--- src/hdl/tcce_pkg.sv ---
// shared constants for the text console character engine
package tcce_pkg;

	// screen geometry
	localparam int COLUMNS = 80;
	localparam int ROWS    = 25;

	// field widths
	localparam int COL_W  = 7;
	localparam int ROW_W  = 5;
	localparam int CH_W   = 8;
	localparam int POS_W  = 11;
	localparam int CFG_IW = 1;

	// request kinds
	localparam logic REQ_PUT  = 1'b0;
	localparam logic REQ_GOTO = 1'b1;

	// configuration register indexes
	localparam logic [CFG_IW-1:0] REG_LEFT_MARGIN = 1'b0;
	localparam logic [CFG_IW-1:0] REG_WRAP_COLUMN = 1'b1;

	// character codes
	localparam logic [CH_W-1:0] CH_NUL   = 8'h00;
	localparam logic [CH_W-1:0] CH_BS    = 8'h08;
	localparam logic [CH_W-1:0] CH_TAB   = 8'h09;
	localparam logic [CH_W-1:0] CH_LF    = 8'h0A;
	localparam logic [CH_W-1:0] CH_CR    = 8'h0D;
	localparam logic [CH_W-1:0] CH_SPACE = 8'h20;

	localparam int TAB_STEP = 8;

endpackage

--- src/hdl/text_console_char_engine.sv ---
// text console character engine: cursor tracking and cell write generation
// a request is held in the request register, then in the result register, which drives the result ports
// throughput: one request per cycle while out_ready is not held low; the cursor update is one short pass
//   between the request register and the result register
// reset: arst_n clears the cursor to the top-left cell, left margin to 0,
//   wrap column to the column count, and empties both stages
module text_console_char_engine (
	input  logic                          clk,
	input  logic                          arst_n,
	// request channel
	input  logic                          in_valid,
	output logic                          in_ready,
	input  logic                          req_type,
	input  logic [tcce_pkg::CH_W-1:0]     char_code,
	input  logic [tcce_pkg::CH_W-1:0]     attr,
	input  logic [7:0]                    goto_col,
	input  logic [7:0]                    goto_row,
	// result channel
	output logic                          out_valid,
	input  logic                          out_ready,
	output logic                          cell_write,
	output logic [tcce_pkg::POS_W-1:0]    cell_index,
	output logic [tcce_pkg::CH_W-1:0]     cell_char,
	output logic [tcce_pkg::CH_W-1:0]     cell_attr,
	output logic                          scroll_up,
	output logic [tcce_pkg::COL_W-1:0]    cursor_col,
	output logic [tcce_pkg::ROW_W-1:0]    cursor_row,
	output logic [tcce_pkg::POS_W-1:0]    cursor_pos,
	// configuration write port
	input  logic                          cfg_we,
	input  logic [tcce_pkg::CFG_IW-1:0]   cfg_index,
	input  logic [tcce_pkg::COL_W-1:0]    cfg_wdata
);

	localparam logic [tcce_pkg::COL_W-1:0] COL_LIMIT = tcce_pkg::COL_W'(tcce_pkg::COLUMNS);
	localparam logic [tcce_pkg::COL_W-1:0] COL_LAST  =
		tcce_pkg::COL_W'(tcce_pkg::COLUMNS - 1);
	localparam logic [tcce_pkg::ROW_W-1:0] ROW_LIMIT = tcce_pkg::ROW_W'(tcce_pkg::ROWS);
	localparam logic [tcce_pkg::ROW_W-1:0] ROW_LAST  = tcce_pkg::ROW_W'(tcce_pkg::ROWS - 1);
	localparam logic [tcce_pkg::COL_W-1:0] TAB_ADD   = tcce_pkg::COL_W'(tcce_pkg::TAB_STEP);
	localparam logic [tcce_pkg::COL_W-1:0] TAB_MASK  =
		~tcce_pkg::COL_W'(tcce_pkg::TAB_STEP - 1);

	// configuration registers
	logic [tcce_pkg::COL_W-1:0] left_margin_q;
	logic [tcce_pkg::COL_W-1:0] wrap_column_q;

	// cursor state
	logic [tcce_pkg::COL_W-1:0] cur_col_q;
	logic [tcce_pkg::ROW_W-1:0] cur_row_q;

	// request stage
	logic                       valid_s1;
	logic                       req_type_s1;
	logic [tcce_pkg::CH_W-1:0]  char_code_s1;
	logic [tcce_pkg::CH_W-1:0]  attr_s1;
	logic [7:0]                 goto_col_s1;
	logic [7:0]                 goto_row_s1;

	// result stage
	logic                       valid_s2;
	logic                       cell_write_s2;
	logic [tcce_pkg::POS_W-1:0] cell_index_s2;
	logic [tcce_pkg::CH_W-1:0]  cell_char_s2;
	logic [tcce_pkg::CH_W-1:0]  cell_attr_s2;
	logic                       scroll_up_s2;
	logic [tcce_pkg::COL_W-1:0] cursor_col_s2;
	logic [tcce_pkg::ROW_W-1:0] cursor_row_s2;
	logic [tcce_pkg::POS_W-1:0] cursor_pos_s2;

	// handshake: the result register frees as soon as its transfer happens
	logic adv_s2;
	assign adv_s2   = !valid_s2 || out_ready;
	assign in_ready = !valid_s1 || adv_s2;

	// ---------------------------------------------------------------
	// cursor logic for the request sitting in stage 1
	// ---------------------------------------------------------------
	logic [tcce_pkg::COL_W-1:0] col_a;     // column after the character action
	logic [tcce_pkg::ROW_W-1:0] row_a;     // row after the character action
	logic [tcce_pkg::COL_W-1:0] col_b;     // column after the wrap check
	logic [tcce_pkg::ROW_W-1:0] row_b;     // row after wrap, before clamp
	logic [tcce_pkg::COL_W-1:0] col_nxt;
	logic [tcce_pkg::ROW_W-1:0] row_nxt;
	logic                       do_wrap;   // put request that runs wrap/scroll checks
	logic                       do_check;  // any request that runs the scroll check
	logic                       wr_nxt;
	logic [tcce_pkg::COL_W-1:0] wcol;      // cell written, column
	logic [tcce_pkg::ROW_W-1:0] wrow;      // cell written, row
	logic [tcce_pkg::CH_W-1:0]  wchar;
	logic                       scroll_nxt;
	logic [tcce_pkg::POS_W-1:0] idx_nxt;
	logic [tcce_pkg::POS_W-1:0] pos_nxt;

	always_comb begin
		col_a    = cur_col_q;
		row_a    = cur_row_q;
		wr_nxt   = 1'b0;
		wcol     = cur_col_q;
		wrow     = cur_row_q;
		wchar    = char_code_s1;
		do_wrap  = 1'b0;
		do_check = 1'b0;
		if (req_type_s1 == tcce_pkg::REQ_GOTO) begin
			// each coordinate is taken only when it does not exceed the column or row count
			if (goto_col_s1 <= 8'(tcce_pkg::COLUMNS)) begin
				col_a = goto_col_s1[tcce_pkg::COL_W-1:0];
			end
			if (goto_row_s1 <= 8'(tcce_pkg::ROWS)) begin
				row_a = goto_row_s1[tcce_pkg::ROW_W-1:0];
			end
			do_check = 1'b1;
		end else if (char_code_s1 != tcce_pkg::CH_NUL) begin
			do_wrap  = 1'b1;
			do_check = 1'b1;
			if (char_code_s1 == tcce_pkg::CH_BS) begin
				// step back, moving to the end of the row above at column 0;
				// the top-left cell stays put and is blanked anyway
				if (cur_col_q != '0) begin
					col_a = cur_col_q - 1'b1;
				end else if (cur_row_q != '0) begin
					col_a = COL_LAST;
					row_a = cur_row_q - 1'b1;
				end
				wr_nxt = 1'b1;
				wcol   = col_a;
				wrow   = row_a;
				wchar  = tcce_pkg::CH_SPACE;
			end else if (char_code_s1 == tcce_pkg::CH_TAB) begin
				col_a = (cur_col_q + TAB_ADD) & TAB_MASK;
			end else if (char_code_s1 == tcce_pkg::CH_LF) begin
				col_a = left_margin_q;
				row_a = cur_row_q + 1'b1;
			end else if (char_code_s1 == tcce_pkg::CH_CR) begin
				col_a = '0;
			end else if (char_code_s1 >= tcce_pkg::CH_SPACE) begin
				// a cursor parked past the last column writes nothing
				wr_nxt = (cur_col_q < COL_LIMIT);
				col_a  = cur_col_q + 1'b1;
			end
			// other control codes only run the wrap and scroll checks
		end

		// wrap to the left margin of the next row
		col_b = col_a;
		row_b = row_a;
		if (do_wrap && (col_a >= wrap_column_q)) begin
			col_b = left_margin_q;
			row_b = row_a + 1'b1;
		end

		// running off the bottom asks for a scroll and pins the row
		col_nxt    = col_b;
		row_nxt    = row_b;
		scroll_nxt = 1'b0;
		if (do_check && (row_b >= ROW_LIMIT)) begin
			row_nxt    = ROW_LAST;
			scroll_nxt = 1'b1;
		end

		// linear addresses, multiply by a constant column count
		idx_nxt = tcce_pkg::POS_W'(wrow) * tcce_pkg::POS_W'(tcce_pkg::COLUMNS)
			+ tcce_pkg::POS_W'(wcol);
		pos_nxt = tcce_pkg::POS_W'(row_nxt) * tcce_pkg::POS_W'(tcce_pkg::COLUMNS)
			+ tcce_pkg::POS_W'(col_nxt);
	end

	// ---------------------------------------------------------------
	// control registers: valid bits, cursor and configuration
	// ---------------------------------------------------------------
	always_ff @(posedge clk or negedge arst_n) begin
		if (!arst_n) begin
			valid_s1      <= 1'b0;
			valid_s2      <= 1'b0;
			cur_col_q     <= '0;
			cur_row_q     <= '0;
			left_margin_q <= '0;
			wrap_column_q <= COL_LIMIT;
		end else begin
			if (in_ready) begin
				valid_s1 <= in_valid;
			end
			if (adv_s2) begin
				valid_s2 <= valid_s1;
			end
			// cursor moves when the request leaves stage 1
			if (valid_s1 && adv_s2) begin
				cur_col_q <= col_nxt;
				cur_row_q <= row_nxt;
			end
			// values beyond the column count are dropped
			if (cfg_we && (cfg_wdata <= COL_LIMIT)) begin
				unique case (cfg_index)
					tcce_pkg::REG_LEFT_MARGIN: left_margin_q <= cfg_wdata;
					tcce_pkg::REG_WRAP_COLUMN: wrap_column_q <= cfg_wdata;
					default: ;
				endcase
			end
		end
	end

	// ---------------------------------------------------------------
	// payload registers
	// ---------------------------------------------------------------
	always_ff @(posedge clk) begin
		if (in_ready && in_valid) begin
			req_type_s1  <= req_type;
			char_code_s1 <= char_code;
			attr_s1      <= attr;
			goto_col_s1  <= goto_col;
			goto_row_s1  <= goto_row;
		end
		if (valid_s1 && adv_s2) begin
			cell_write_s2 <= wr_nxt;
			cell_index_s2 <= wr_nxt ? idx_nxt : '0;
			cell_char_s2  <= wr_nxt ? wchar : '0;
			cell_attr_s2  <= wr_nxt ? attr_s1 : '0;
			scroll_up_s2  <= scroll_nxt;
			cursor_col_s2 <= col_nxt;
			cursor_row_s2 <= row_nxt;
			cursor_pos_s2 <= pos_nxt;
		end
	end

	assign out_valid  = valid_s2;
	assign cell_write = cell_write_s2;
	assign cell_index = cell_index_s2;
	assign cell_char  = cell_char_s2;
	assign cell_attr  = cell_attr_s2;
	assign scroll_up  = scroll_up_s2;
	assign cursor_col = cursor_col_s2;
	assign cursor_row = cursor_row_s2;
	assign cursor_pos = cursor_pos_s2;

endmodule

--- config.mk ---
export PLATFORM = sky130hd
export DESIGN_NAME = text_console_char_engine
export DESIGN_NICKNAME = d
export VERILOG_FILES = /design/src/hdl/tcce_pkg.sv /design/src/hdl/text_console_char_engine.sv
export SDC_FILE = /design/constraint.sdc
export NUM_CORES = 1
export LEC_CHECK = 0
export CAP_MARGIN = 20
export CORE_ASPECT_RATIO = 0.75
export CORE_MARGIN = 8
export CORE_UTILIZATION = 58
export DETAILED_ROUTE_END_ITERATION = 7
export DONT_BUFFER_PORTS = 1
export GPL_TIMING_DRIVEN = 0
export PLACE_DENSITY_LB_ADDON = 0.05
export SLEW_MARGIN = 10
export SYNTH_ARGS = -nofsm -noshare
export SYNTH_HDL_FRONTEND = slang
export SYNTH_SLANG_ARGS = --single-unit
--- constraint.sdc ---
create_clock -name clk -period 6.7 [get_ports clk]
set_clock_uncertainty 0.05 [all_clocks]
set_input_delay 0.335 -clock clk [delete_from_list [all_inputs] [get_ports clk]]
set_output_delay 0.335 -clock clk [all_outputs]
set_load 0.02 [all_outputs]
==> summary.txt, run 1 <==
Outcome
  – Status: finished clean

Routing
  – Routed WL per cell: 22.24 um
  – Via count: 4615
  – Detailed Routing Iterations Pass 1: 6
  – Initial drt markers: 459
  – Routed Antenna Nets: 0
  – Vias per cell: 6.410
  – DRC: 0
  – Post-Route WL: 16010 um

Global routing
  – First-pass GRT wire length: 25340 um
  – Congestion Overflow GR: 0
  – GRT Util Overall: 22.56%
  – Initial antenna violation count: 1
  – Largest net degree at the start of global routing: 35
  – Vias in the first global route: 4505

Synthesis
  – Async set or reset register ratio after synthesis: 25.69%
  – Register area share after synthesis: 50.32%
  – Mapped Avg Cell Area: 11.19 um2
  – Mapped Nets: 640
  – Yosys warns: 0
  – Largest area contributor in the netlist: edfxtp_1
  – Ys flop type: edfxtp_1
  – Top post-synthesis cells by count: edfxtp_1 (81), nor2_1 (40), ha_1 (33)
  – Mapped Cells: 557
  – Most instantiated library cell after synthesis: edfxtp_1
  – Top cells by area, synth: edfxtp_1 (39%), dfrtp_1 (10%), ha_1 (6.6%), mux2_2 (5.2%), nor2_1 (2.4%)
  – Count of unique library cells instantiated by Yosys: 70
  – Synthesized flop and latch total: 109
  – Yosys top cell area share: 39.04%
  – Post-Syn Area: 0.006231 mm2
  – Post-synth EDFFs: 81

Floorplanning
  – FP Rows: 32
  – Die X: 135.7 um
  – Core Region: 0.01037 mm2
  – Die area: 0.01435 mm2
  – Vert. Die Dim: 105.8 um
  – I/O pin cnt: 100
  – Initial Utilization: 60.09%

Pwr
  – VDD IR max: 0.1980 mV
  – Lkg Pwr: 2.677 nW
  – Combinational fraction of design power: 46.0%
  – Share of total power in sequential cells: 37.7%
  – Cell Int Power: 1.799 mW
  – Clock group share of total power: 16.4%
  – P per Cell Area: 443.3 mW/mm2
  – Sw Share: 41.24%
  – Net Sw Power: 1.263 mW

Cells and area
  – Final nets: 661
  – Design Area, Final: 0.006905 mm2
  – Layout cells sized above 1: 17.15%
  – Area grow syn2layout: 10.82%

Critical path
  – RR Endpoint: cursor_pos[10]
  – Crit Path Category: reg2reg
  – FF-to-FF setup slack: 0.27 ns
  – Startpoint Class: flop
  – WP buf/inv: 4
  – Delay-heaviest family, CP: simple AND/OR/NAND/NOR gates
  – Critical Path RT: 6.75 ns
  – Slowest CP cell: or4_1
  – CP Max Fanout: 10
  – Worst setup EP type: flop
  – CP arrival: 6.48 ns
  – Worst path max stage delay: 0.52 ns
  – Worst reg2reg path depth: 25
  – FF-to-FF Start: char_code_s1[5]

Place
  – Port Buffers: 0
  – DP Wirelength: 12080 um
  – GP Congestion: 0.9397
  – Placed inst area: 0.006431 mm2

Clocking
  – Max clock buf depth: 2
  – Clk Latency, worst-skew pair: 0.35 ns
  – CTS tree: built
  – Clock sink count: 109
  – Clock transition at the registers of the reported paths: 0.07 ns
  – Max H-tree Level: 3
  – Clk root buf: clkbuf_16
  – Num CTS Buffers: 9

STA
  – Minimum clock period: 6.429 ns
  – Final period util: 95.96%
  – Final hold viol count: 0
  – RSZ-0062 raised after global routing: false
  – Measured slew at the worst slew-check pin: 0.9074 ns
  – Fin. max-slew vios: 0
  – Relative slew slack: 38.66%
  – Final hold slack: 0.02408 ns
  – Highest Clock Rate: 155.5 MHz
  – Final setup vio count: 0
  – Setup_tns: 0 ns

Worst hold path
  – Worst hold start: char_code[0]
  – Hold Path Cell Cnt: 0
  – Worst Hold End: char_code_s1[0]
  – Hold WC Path Type: in2reg

Flow run
  – Max-Cap Viols: 0
## what timing repair did
item                       4_1_cts  5_1_grt
pin swaps                        0        4
setup endpoints to repair        3        3
gates resized for setup         10       25
hold endpoints to repair        28        0
hold buffers                     2        0
setup buffers                    4        6
## layout make-up
cell class / instances / area [um2]
Timing Repair Buffer: 13 / 132.6
Multi-Input combinational cell: 387 / 2937
Clock buffer: 9 / 225.2
Fill cell: 800 / 3465
Sequential cell: 109 / 3141
Inverter: 32 / 120.1
Clock inverter: 7 / 50.05
Buffer: 26 / 127.6
Antenna cell: 1 / 2.502
Tap cell: 136 / 170.2
## cell families after synthesis
| group | Yosys count | synth area share (%) |
|---|---|---|
| AND/OR/NAND/NOR | 177 | 15.36 |
| AO/OA/AOI/OAI | 118 | 13.23 |
| flip-flops | 109 | 50.32 |
| buffers and inverters | 61 | 4.056 |
| adder cells (fa/ha/maj) | 37 | 7.912 |
| XOR/XNOR | 21 | 3.072 |
| multiplexers | 34 | 6.044 |
## stage by stage
stage / instances / setup slack (ns) / utilization, % / power, mW
floorplan: 557 / 0.7283 / - / 2.128
global placement: 693 / -0.2077 / 61.73 / 2.413
detailed placement: 694 / -0.6164 / 62.02 / 2.474
CTS: 715 / 0.007201 / 65.56 / 3.014
global route: 720 / 0.006926 / 66.59 / 3.255
finish: 720 / 0.2707 / 66.59 / 3.061
## cell usage in the layout, fill, tap and decap left out, types with 10 or more instances in the layout
master,n
nor2_1,39
ha_1,32
mux2_2,29
o21ai_0,21
a21o_1,10
a21oi_1,23
inv_1,30
nand3_1,15
buf_4,14
edfxtp_1,81
dfrtp_1,22
nand2_1,32
nor3_1,11
xnor2_1,13
and2_1,15
clkbuf_1,15
## registers in the layout (all words and copies together), names as in the netlist
register and count:
cell_index 11, attr_s1 8, cell_attr 8, cell_char 8, char_code_s1 8, goto_col_s1 8, goto_row_s1 8, cur_col_q 7
cursor_col 7, cursor_pos 7, left_margin_q 7, wrap_column_q 7, cur_row_q 5, cursor_row 5, cell_write 1, out_valid 1
req_type_s1 1, scroll_up 1, valid_s1 1
## per-layer routing
metal / share of wire, % / GRT usage (%) / wire length [um]
met4: 1.7 / 6.798 / 280
met3: 7.5 / 6.072 / 1198
met5: 0 / 0 / 0
met1: 43 / 30.03 / 6822
met2: 48 / 35.21 / 7709
## worst max-delay path by stage
stage,startpoint,slack [ns],end,cells past startpoint
4_1_cts,cur_row_q[1],0.007,cursor_pos[10],25
6_report,char_code_s1[5],0.27,cursor_pos[10],25
3_5_place_dp,char_code_s1[5],-0.62,cursor_pos[10],21
5_1_grt,char_code_s1[4],0.007,cursor_pos[10],25
2_1_floorplan,cur_row_q[0],0.73,cursor_pos[10],24
3_3_place_gp,char_code_s1[5],-0.21,cursor_pos[10],21
## power groups by stage
stage               Sequential [mW]  Clock [mW]  Combinational (mW)
global placement               1.15           0                1.26
finish                         1.15       0.502                1.41
CTS                            1.15       0.509                1.36
detailed placement             1.15           0                1.32
floorplan                      1.11           0                1.01
global route                   1.17       0.531                1.55
Note: power is estimated with default switching activity, not from simulation.
==> inputs of run 2 (changes only) <==
--- a/config.mk
+++ b/config.mk
@@ -13,6 +13,8 @@
 export DONT_BUFFER_PORTS = 1
 export GPL_TIMING_DRIVEN = 0
 export PLACE_DENSITY_LB_ADDON = 0.05
+export REMOVE_ABC_BUFFERS = 1
+export SKIP_LAST_GASP = 1
 export SLEW_MARGIN = 10
 export SYNTH_ARGS = -nofsm -noshare
 export SYNTH_HDL_FRONTEND = slang
==> summary.txt, run 2 (synthesis gave the netlist of run 1 again) <==
Flow run
  – Max-Cap Viols: 0 (unchanged)

Routing
  – Via count: 4430 (was 4615)
  – Routed WL per cell: 21.50 um (was 22.24 um)
  – Routed Antenna Nets: 0 (unchanged)
  – Detailed Routing Iterations Pass 1: 5 (was 6)
  – Vias per cell: 6.420 (was 6.410)
  – Initial drt markers: 364 (was 459)
  – DRC: 0 (unchanged)
  – Post-Route WL: 14840 um (was 16010 um)

STA
  – Final hold slack: 0.02663 ns (was 0.02408 ns)
  – Highest Clock Rate: 157.0 MHz (was 155.5 MHz)
  – Measured slew at the worst slew-check pin: 0.8096 ns (was 0.9074 ns)
  – Final period util: 95.05% (was 95.96%)
  – Final setup vio count: 0 (unchanged)
  – Minimum clock period: 6.368 ns (was 6.429 ns)
  – Relative slew slack: 45.27% (was 38.66%)
  – Fin. max-slew vios: 0 (unchanged)
  – Final hold viol count: 0 (unchanged)
  – Smallest setup slack after layout: 0.3317 ns (was 0.2707 ns)
  – Setup_tns: 0 ns (unchanged)

Floorplanning
  – Initial Utilization: 60.09% (unchanged)
  – Die X: 135.7 um (unchanged)
  – Core Region: 0.01037 mm2 (unchanged)
  – Die area: 0.01435 mm2 (unchanged)
  – I/O pin cnt: 100 (unchanged)
  – FP Rows: 32 (unchanged)
  – Vert. Die Dim: 105.8 um (unchanged)

Critical path
  – Crit Path Category: reg2reg (unchanged)
  – Slowest CP cell: or4_1 (unchanged)
  – RR Endpoint: cursor_pos[10] (unchanged)
  – Worst path max stage delay: 0.81 ns (was 0.52 ns)
  – FF-to-FF Start: char_code_s1[5] (unchanged)
  – Most Frequent Cell on Critical Path: ha_1
  – Critical Path RT: 6.76 ns (was 6.75 ns)
  – WP buf/inv: 1 (was 4)
  – Delay-heaviest family, CP: simple AND/OR/NAND/NOR gates (unchanged)
  – Worst setup EP type: flop (unchanged)
  – CP startpoint: char_code_s1[5] (unchanged)
  – Worst reg2reg path depth: 21 (was 25)
  – FF-to-FF setup slack: 0.33 ns (was 0.27 ns)
  – CP Max Fanout: 15 (was 10)
  – Startpoint Class: flop (unchanged)
  – Worst path cell trace: or4_1 > or3_4 > nor2_2 > o311ai_0 > a31oi_1 > ha_1 > a211oi_1 > o21ai_0 > o211ai_1 > buf_4 > nor4b_4 > xnor2_2 > and3_4 > nor2_1 > ha_1 > ha_1 > fa_1 > xor2_1 > o2111ai_1 > xnor2_1 > xnor2_1
  – CP arrival: 6.43 ns (was 6.48 ns)

Cells and area
  – Final nets: 632 (was 661)
  – Filler Cells Inserted: 806 (was 800)
  – Design Area, Final: 0.006740 mm2 (was 0.006905 mm2)
  – Area grow syn2layout: 8.173% (was 10.82%)
  – Most frequent cells in the layout: edfxtp_1 (81), nor2_1 (39), ha_1 (33) (was edfxtp_1 (81), nor2_1 (39), nand2_1 (32), ha_1 (32), inv_1 (30))
  – Finished Layout Cells: 690 (was 720)
  – Max reg flops: 11 (unchanged)
  – Commonest non-fill, non-tap cell in the layout: edfxtp_1 (unchanged)
  – Layout cells sized above 1: 13.90% (was 17.15%)
  – Ant diodes: 0 (was 1)
  – Util after Layout: 65.00% (was 66.59%)

Place
  – GP Congestion: 0.8742 (was 0.9397)
  – DP Cell Count: 666 (was 694)
  – Placed inst area: 0.006299 mm2 (was 0.006431 mm2)
  – Dpl ws: -0.5677 ns (was -0.6164 ns)
  – Port Buffers: 0 (unchanged)
  – DP Wirelength: 10820 um (was 12080 um)

Worst hold path
  – Hold Path Cell Cnt: 0 (unchanged)
  – Worst hold start: req_type (was char_code[0])
  – Worst Hold End: req_type_s1 (was char_code_s1[0])
  – Hold WC Path Type: in2reg (unchanged)

Clocking
  – Clk root buf: clkbuf_16 (unchanged)
  – Clock transition at the registers of the reported paths: 0.08 ns (was 0.07 ns)
  – Num CTS Buffers: 9 (unchanged)
  – Clk Latency, worst-skew pair: 0.35 ns (about the same)
  – Clock sink count: 109 (unchanged)
  – Max clock buf depth: 2 (unchanged)
  – Max H-tree Level: 3 (unchanged)
  – CTS tree: built (unchanged)

Global routing
  – Initial antenna violation count: 0 (was 1)
  – Largest net degree at the start of global routing: 37 (was 35)
  – GRT Util Overall: 20.61% (was 22.56%)
  – Congestion Overflow GR: 0 (unchanged)
  – Vias in the first global route: 4305 (was 4505)
  – First-pass GRT wire length: 23440 um (was 25340 um)

Pwr
  – Lkg Pwr: 2.608 nW (was 2.677 nW)
  – P per Cell Area: 443.8 mW/mm2 (was 443.3 mW/mm2)
  – Tot Pwr: 2.991 mW (was 3.061 mW)
  – VDD IR max: 0.2114 mV (was 0.1980 mV)

Outcome
  – Status: finished clean (unchanged)
run 2: layer usage:
| metal | vias to the layer above | part of all wire, % | wire (um) | GRT usage [%] |
|---|---|---|---|---|
| li1 | 2048 | - | - | - |
| met1 | 2155 | 45 | 6608 | 28.13 |
| met2 | 201 | 46 | 6890 | 31.84 |
| met3 | 26 | 7.6 | 1124 | 4.839 |
| met4 | 0 | 1.4 | 214 | 6.403 |
| met5 | - | 0 | 0 | 0 |
run 2: area by class of cell:
class	instances	area [um2]	area share [%]
clock buffers	9	225.2	3.341
multi-input cells	387	2905	43.10
flip-flops and latches	109	3138	46.56
well taps	136	170.2	2.525
repair buffers	10	102.6	1.522
clock inverters	7	77.57	1.151
inverters	32	121.4	1.801
run 2: power breakdown:
group          switching (mW)  internal (mW)  total (mW)
Clock                   0.263          0.265       0.527
Sequential              0.284          0.946        1.23
Combinational           0.682          0.552        1.23
run 2: what timing repair did:
item / 4_1_cts / 5_1_grt
endpoints found under the setup margin: 4 / 3
buffers inserted: 2 / 4
hold endpoints to repair: 28 / 0
hold buffers: 2 / 0
pin swaps: 0 / 2
resized for setup: 4 / 12
run 2: worst max path at each step:
stage	end	depth (start not counted)
floorplan	cursor_pos[10]	22
global placement	cursor_pos[10]	23
detailed placement	cursor_pos[10]	22
CTS	cursor_pos[10]	21
global route	cursor_pos[10]	24
finish	cursor_pos[10]	21
==> inputs of run 3 (changes only) <==
--- a/config.mk
+++ b/config.mk
@@ -5,12 +5,12 @@
 export SDC_FILE = /design/constraint.sdc
 export NUM_CORES = 1
 export LEC_CHECK = 0
+export BUFFER_PORTS_ARGS = -buffer_cell sky130_fd_sc_hd__buf_2
 export CAP_MARGIN = 20
 export CORE_ASPECT_RATIO = 0.75
 export CORE_MARGIN = 8
-export CORE_UTILIZATION = 58
+export CORE_UTILIZATION = 57
 export DETAILED_ROUTE_END_ITERATION = 7
-export DONT_BUFFER_PORTS = 1
 export GPL_TIMING_DRIVEN = 0
 export PLACE_DENSITY_LB_ADDON = 0.05
 export REMOVE_ABC_BUFFERS = 1
==> summary.txt, run 3 (synthesis gave the netlist of run 1 again) <==
Global routing
  – Initial antenna violation count: 0 (unchanged)
  – GRT Util Overall: 21.51% (was 20.61%)
  – First-pass GRT wire length: 24720 um (was 23440 um)
  – Vias in the first global route: 4874 (was 4305)
  – Congestion Overflow GR: 0 (unchanged)
  – Largest net degree at the start of global routing: 35 (was 37)

Routing
  – Post-Route WL: 15320 um (was 14840 um)
  – Vias per cell: 6.049 (was 6.420)
  – Routed WL per cell: 19.45 um (was 21.50 um)
  – Routed Antenna Nets: 0 (unchanged)
  – Initial drt markers: 284 (was 364)
  – DRC: 0 (unchanged)
  – Via count: 4767 (was 4430)
  – Detailed Routing Iterations Pass 1: 6 (was 5)

Clocking
  – Clk root buf: clkbuf_16 (unchanged)
  – Max H-tree Level: 3 (unchanged)
  – Max clock buf depth: 2 (unchanged)
  – Clock transition at the registers of the reported paths: 0.08 ns (about the same)
  – Clock sink count: 109 (unchanged)
  – Clk Latency, worst-skew pair: 0.36 ns (was 0.35 ns)
  – Num CTS Buffers: 9 (unchanged)
  – CTS tree: built (unchanged)

STA
  – Final hold slack: 0.09807 ns (was 0.02663 ns)
  – Fin. max-slew vios: 0 (unchanged)
  – Highest Clock Rate: 156.9 MHz (was 157.0 MHz)
  – Minimum clock period: 6.374 ns (was 6.368 ns)
  – Relative slew slack: 46.13% (was 45.27%)
  – Final period util: 95.13% (was 95.05%)
  – Setup_tns: 0 ns (unchanged)
  – Final setup vio count: 0 (unchanged)
  – Final hold viol count: 0 (unchanged)
  – Measured slew at the worst slew-check pin: 0.7969 ns (was 0.8096 ns)

Pwr
  – Net Sw Power: 1.237 mW (was 1.228 mW)
  – Clock group share of total power: 17.8% (was 17.6%)
  – Combinational fraction of design power: 46.4% (was 41.2%)
  – VDD IR max: 0.2643 mV (was 0.2114 mV)
  – Lkg Pwr: 2.980 nW (was 2.608 nW)
  – Cell Int Power: 1.844 mW (was 1.763 mW)
  – Sw Share: 40.14% (was 41.07%)
  – Share of total power in sequential cells: 35.8% (was 41.1%)
  – P per Cell Area: 428.2 mW/mm2 (was 443.8 mW/mm2)

Flow run
  – Max-Cap Viols: 0 (unchanged)

Cells and area
  – Max reg flops: 11 (unchanged)
  – Most frequent cells in the layout: buf_2 (99), edfxtp_1 (81), nor2_1 (39) (was edfxtp_1 (81), nor2_1 (39), ha_1 (33))
  – Layout cells sized above 1: 26.70% (was 13.90%)
  – Ant diodes: 0 (unchanged)
  – Area grow syn2layout: 15.48% (was 8.173%)
  – Final nets: 726 (was 632)
  – Commonest non-fill, non-tap cell in the layout: buf_2 (was edfxtp_1)
  – Filler Cells Inserted: 843 (was 806)

Floorplanning
  – Core Region: 0.01078 mm2 (was 0.01037 mm2)
  – Die area: 0.01457 mm2 (was 0.01435 mm2)
  – Initial Utilization: 57.82% (was 60.09%)
  – Vert. Die Dim: 106.5 um (was 105.8 um)
  – Die X: 136.7 um (was 135.7 um)
  – I/O pin cnt: 100 (unchanged)
  – FP Rows: 33 (was 32)

Critical path
  – CP Max Fanout: 15 (unchanged)
  – Critical Path RT: 6.76 ns (about the same)
  – Crit Path Category: reg2reg (unchanged)
  – Startpoint Class: flop (unchanged)
  – Worst setup EP type: flop (unchanged)
  – CP arrival: 6.43 ns (about the same)

Place
  – Port Buffers: 99 (was 0)
  – GP Congestion: 0.9009 (was 0.8742)
  – DP Wirelength: 11250 um (was 10820 um)

Outcome
  – Status: finished clean (unchanged)

Worst hold path
  – Hold WC Path Type: in2reg (unchanged)
run 3: critical path, cell delays in order (launching register included):
cell and delay [ns]:
edfxtp_1 0.42, or4_4 0.68, or3_4 0.44, nor2_2 0.40, o311ai_0 0.39, a31oi_1 0.35, ha_1 0.28, a211oi_1 0.27
o21ai_0 0.13, o211ai_1 0.15, buf_6 0.20, nor4b_4 0.06, xnor2_2 0.35, and3_4 0.31, nor2_1 0.11, ha_1 0.21
ha_1 0.21, fa_1 0.39, xor2_1 0.24, o2111ai_1 0.17, xnor2_1 0.17, xnor2_1 0.12
run 3: power by group through the flow:
stage | registers, mW | clock network [mW] | logic [mW]
5_1_grt | 1.12 | 0.583 | 1.59
6_report | 1.10 | 0.549 | 1.43
3_3_place_gp | 1.11 | 0 | 1.33
4_1_cts | 1.09 | 0.557 | 1.41
2_1_floorplan | 1.17 | 0 | 0.923
3_5_place_dp | 1.11 | 0 | 1.39
run 3: worst paths after layout:
check,start,slack (ns),cells after the start,endpoint
min in group asynchronous,arst_n,0.48,2,cur_row_q[2]
min,attr[3],0.1,1,attr_s1[3]
max,char_code_s1[4],0.33,21,cursor_pos[10]
max reg2reg,char_code_s1[4],0.33,21,cursor_pos[10]
min reg2reg,wrap_column_q[2],0.46,1,wrap_column_q[2]
max in group asynchronous,arst_n,5.66,2,cur_row_q[1]
run 3: what timing repair did:
item | 4_1_cts | 5_1_grt
hold buffers | 1 | 0
setup endpoints to repair | 4 | 3
pin swaps | 0 | 0
setup buffers | 2 | 0
gates resized for setup | 5 | 12
gates cloned | 0 | 0
endpoints found under the hold margin | 26 | 0
run 3: final cells by class:
type	count	area (um2)	share of cell area, %
inverters	32	121.4	1.687
flip-flops and latches	109	3138	43.61
multi-input cells	387	2905	40.38
repair buffers	104	551.8	7.668
well taps	140	175.2	2.434
clock inverters	7	78.83	1.095
clock buffers	9	225.2	3.130
run 3: metal layers:
metal	track usage, %	vias up	share of wire, %
met5	0	-	0
met4	6.724	0	1.5
li1	-	2251	-
met2	34.86	191	49
met3	4.807	15	6.5
met1	28.16	2310	43
run 3: stage by stage:
stage | utilization, % | instance area, um2 | std cells | power [mW] | setup slack, ns
after floorplan | - | 6098 | 528 | 2.093 | 0.4966
after global placement | 62.81 | 6769 | 767 | 2.432 | -0.6518
after detailed placement | 63.13 | 6803 | 769 | 2.494 | -0.5960
after CTS | 66.32 | 7147 | 788 | 3.063 | 0.009343
after global routing | 66.77 | 7196 | 788 | 3.295 | -0.02157
final | 66.77 | 7196 | 788 | 3.081 | 0.3260
